**src/hw/rtl/ttg_pkg.sv**
```systemverilog
`default_nettype none
// ----------------------------------------------------------------------------
// ttg_pkg: shared constants of the triangle tangent generator
// Widths of the edge/UV deltas, the shared multiplier and the accumulator.
// ----------------------------------------------------------------------------
package ttg_pkg;

  localparam int unsigned CoordW = 32;
  localparam int unsigned DeltaW = CoordW + 1;
  localparam int unsigned ProdW  = 2 * DeltaW;
  localparam int unsigned AccW   = ProdW + 1;
  localparam int unsigned OutW   = 16;
  localparam logic [OutW-1:0] OneQ14 = 16'd16384;

endpackage

`default_nettype wire

```
**src/hw/rtl/ttg_mul.sv**
```systemverilog
`default_nettype none
// ----------------------------------------------------------------------------
// ttg_mul: shared signed multiplier
// One signed delta-width multiply per cycle with a registered product.
// ----------------------------------------------------------------------------
module ttg_mul import ttg_pkg::*; (
  input  wire logic                     clk_i,
  input  wire logic signed [DeltaW-1:0] a_i,
  input  wire logic signed [DeltaW-1:0] b_i,
  output      logic signed [ProdW-1:0]  p_o
);

  logic signed [ProdW-1:0] p_q;

  always_ff @(posedge clk_i) begin
    p_q <= a_i * b_i;
  end

  assign p_o = p_q;

endmodule

`default_nettype wire

```
**config.mk**
```make
export PLATFORM = sky130hd
export DESIGN_NAME = ttg_mul
export DESIGN_NICKNAME = d
export VERILOG_FILES = /design/src/hw/rtl/ttg_pkg.sv /design/src/hw/rtl/ttg_mul.sv
export SDC_FILE = /design/constraint.sdc
export NUM_CORES = 2
export LEC_CHECK = 0
export BUFFER_PORTS_ARGS = -buffer_cell sky130_fd_sc_hd__buf_2
export CAP_MARGIN = 20
export CORE_ASPECT_RATIO = 0.75
export CORE_UTILIZATION = 50
export CTS_BUF_LIST = sky130_fd_sc_hd__clkbuf_8 sky130_fd_sc_hd__clkbuf_16
export DETAILED_ROUTE_END_ITERATION = 16
export GPL_ROUTABILITY_DRIVEN = 0
export PLACE_DENSITY = 0.66
export SETUP_SLACK_MARGIN = 0.3
export SYNTH_ARGS = -nofsm -noshare
export SYNTH_HDL_FRONTEND = slang
export SYNTH_SLANG_ARGS = --single-unit
```
**constraint.sdc**
```tcl
create_clock -name clk_i -period 9.6 [get_ports clk_i]
set_input_delay 1.44 -clock clk_i [delete_from_list [all_inputs] [get_ports clk_i]]
set_output_delay 1.44 -clock clk_i [all_outputs]
set_load 0.005 [all_outputs]
```
; ---- Yosys cells after proc, flatten, opt, wreduce, memory -nomap -nowiden
; Cells that the tools add are included.
[totals]
out_inout_bits = 66
ff_bits = 66
input_bits = 67
[op_classes]
n_mul = 1
[ops]
columns = operator, count
row1 = 33-bit by 33-bit multiplier with 66-bit output, 1

; ---- Depth between registers and ports, before layout
[logic_depth]
ltp_word = 1
mapped_depth = 27
depth_no_buf = 26

; ---- Least setup slack after synthesis
; No wires, ideal clock.
[synth_timing]
kind = in2reg
startpoint = in a_i[32]
endpoint = reg p_q[62] (netlist: p_o[62])
path_buffers = 2
path_stages = 23
setup_slack_ns = 0.924
t_arrival_ns = 8.597
cell_sequence = clkbuf_1 -> nand2_1 -> inv_1 -> fa_1 -> fa_1 -> fa_1 -> fa_1 -> fa_1 -> fa_1 -> fa_1 -> inv_1 -> fa_1 -> inv_1 -> ha_1 -> clkbuf_1 -> and3_1 -> nand3_1 -> nand2b_1 -> a2111oi_4 -> a211oi_4 -> a21o_2 -> a21o_1 -> a211oi_2
[synth_between]
elab_chain_cells = 1
[synth_rtl]
columns = element, line_no
row1 = "start, declared", ttg_mul.sv:8  ; input wire logic signed [DeltaW-1:0] a_i,
row2 = 33-bit by 33-bit multiplier with 66-bit output, ttg_mul.sv:16  ; p_q <= a_i * b_i;
row3 = "end signal, assigned", ttg_mul.sv:16
row4 = "end, declared", ttg_mul.sv:13  ; logic signed [ProdW-1:0] p_q;
; No other way between the ends.

; ---- Worst setup path after layout
[layout_timing]
startpoint = in b_i[3]
endpoint = reg p_q[58] (netlist: p_o[58])
[layout_between]
elab_chain_cells = 1
[layout_rtl]
columns = element, line_no
row1 = "start, declared", ttg_mul.sv:9  ; input wire logic signed [DeltaW-1:0] b_i,
row2 = 33-bit by 33-bit multiplier with 66-bit output, ttg_mul.sv:16
; No other way between the ends.

==> metrics.yaml <==
grt_pass1_vias: 30566
ant_nets: 0
finalHoldViolCount: 0
die_area_mm2: 0.0826
grt_pass1_wl_um: 185000
drive_gt1_share_pct: 6.19
fin_nets: 5773
grt_max_degree: 34
synthFlopType: "dfxtp_1"
syn-cell-area_mm2: 0.0407
die_w_um: 332
viasPerCell: 5.28
drcViolationCount: 0
ys_ff_latch: 66
clockBufferDepth: 2
cts.reportedPaths.clkPinSlew_ns: 0.07
holdBufCountCts: 0
fin_crit_ns: 8.96
maxCapViolCount: 0
fp.coreArea_mm2: 0.0805
status: "finished clean"
grt_overflow: 0
timing.final.crit_share_pct: 93.3
critical_path_class: "primary input to flip-flop"
wirelength_um: 115000
worstMarginPinSlew_ns: 0.871
vias: 28537
portBuffers: 132
clock.fmax_mhz: 112
yosysWarnings: 0
drv_slew: 0
setup.worst_path.start_class: "primary input"
first_pass_iters: 6
hp-class: "primary input to flip-flop"
path_cells: "buf_2 > buf_4 > nand2_1 > inv_1 > fa_1 > fa_1 > fa_1 > inv_1 > fa_1 > fa_1 > fa_1 > fa_1 > fa_1 > inv_1 > ha_1 > and4_1 > nand3_1 > nand2b_1 > a2111oi_4 > a211oi_4 > a21oi_2 > nor4b_2 > a311oi_1"
largest_reg_flops: 66
synthCells: 4338
cts_tree: "yes"
setup_viol: 0
critPathSlowestCell: "fa_1"
critPathMaxStageDelay_ns: 0.72
slew_headroom_pct: 41.9
critPathMaxFanout: 17
wl_per_cell_um: 21.3
num_rows: 90
synthToLayoutAreaGrowth_pct: 5.20
syn-num-nets: 5767
cts_setup_buffers: 0
critPathLaunch: "b_i[3]"
fin_hold_ws_ns: 1.69
start_util_pct: 50.6
htreeDepth: 3
cts_buffers: 9
synth_edf_count: 0
yosys.cell_types.count: 80
cp_data_required_time_ns: 9.87
drt_iter0_markers: 2493
die_h_um: 249
cts_root_buffer: "clkbuf_16"
rsz0062_at_grt: "no"
synthArstFlopShare_pct: 0
antenna_found_initial: 9
layout_commonest_cell: "fa_1"
yosysSeqAreaShare_pct: 3.24
fin_tns_setup_ns: 0
crit_top_cell: "fa_1"
ios: 133
fin_util_pct: 53.2
cp.arrival_ns: 9.22
critPathCaptureType: "flip-flop"
clock_sinks: 66
cts_resized: 0
grtUsageTotal_pct: 29.6
hpwl_um: 98300
syn_area_per_cell_um2: 9.39
final_cell_mix: "fa_1 (1145), inv_1 (1131), and2_1 (562), nand2_1 (551), ha_1 (217)"
hp-start: "b_i[0]"
-- path summary, 6_finish.rpt --
kind / endpoint / slack [ns] / cells after the start
max: p_o[58]$_DFF_P_ / 0.64 / 23
min: p_o[0]$_DFF_P_ / 1.69 / 3
-- cell families after synthesis --
kind of cell | synth area share, %
adders and majority gates | 62.9
and+or+nand+nor | 15.8
DFF | 3.24
AOI/OAI and AO/OA | 4.07
xor gates and xnor gates | 1.46
buffers and inverters | 12.5
-- critical path: cells and delay by family --
family / cells / cell delay [ns]
adder cells (fa/ha/maj): 9 / 4.72
AND/OR/NAND/NOR: 5 / 1.02
AO/OA/AOI/OAI: 4 / 0.99
buffers and inverters: 5 / 1.06
-- routing by layer --
metal / global-route usage (%) / vias to the layer above / routed length, µm
met5: 1.67 / - / 308
met4: 4.47 / 20 / 1540
met3: 14.8 / 100 / 18000
met2: 36.7 / 1443 / 42700
met1: 45.8 / 14640 / 52500
li1: - / 12334 / -
-- through the flow --
step                      area, µm²  setup slack, ns  std cells
after global placement        42500            0.479       5390
after CTS                     42800            0.755       5406
after detailed placement      42500            0.403       5390
after floorplan               40700            0.924       4338
after global routing          42900            0.380       5408
final                         42900            0.644       5408
-- final cells by class --
| class | count | area [µm²] |
|---|---|---|
| antenna | 1 | 2.50 |
| sequential | 66 | 1320 |
| fill | 7296 | 37700 |
| multi-input combinational | 2920 | 34300 |
| tap | 1058 | 1320 |
| clock inverter | 7 | 83.8 |
| clock buffer | 9 | 225 |
| inverter | 1131 | 4250 |
| timing repair buffer | 216 | 1330 |
-- synthesized netlist by cell type (4+ instances only) --
master    count  area [µm²]
a211o_1       6        52.6
a211oi_1      7        52.6
a21o_1       36         270
a21oi_1      57         285
a31oi_1       8        50.1
and2_1      562        3520
and3_1        5        31.3
and4_1        5        43.8
buf_2        11        55.1
clkbuf_1    208         781
dfxtp_1      66        1320
fa_1       1145       22900
ha_1        217        2720
inv_1      1131        4250
nand2_1     551        2070
nand2b_1     12        75.1
nand3_1      25         125
nand4_1      11        68.8
nor2_1       68         255
nor2b_1       5        31.3
nor3_1        7        35.0
o211ai_1      4        30.0
o21a_1        6        45.0
o21ai_0      25         125
o21ai_1       6        30.0
o21bai_1     11        82.6
xnor2_1      43         377
xor2_1       25         219
Power is left out: the tool's default activity adds up to more than one toggle a clock period on the data nets, which glitch-free logic cannot reach.
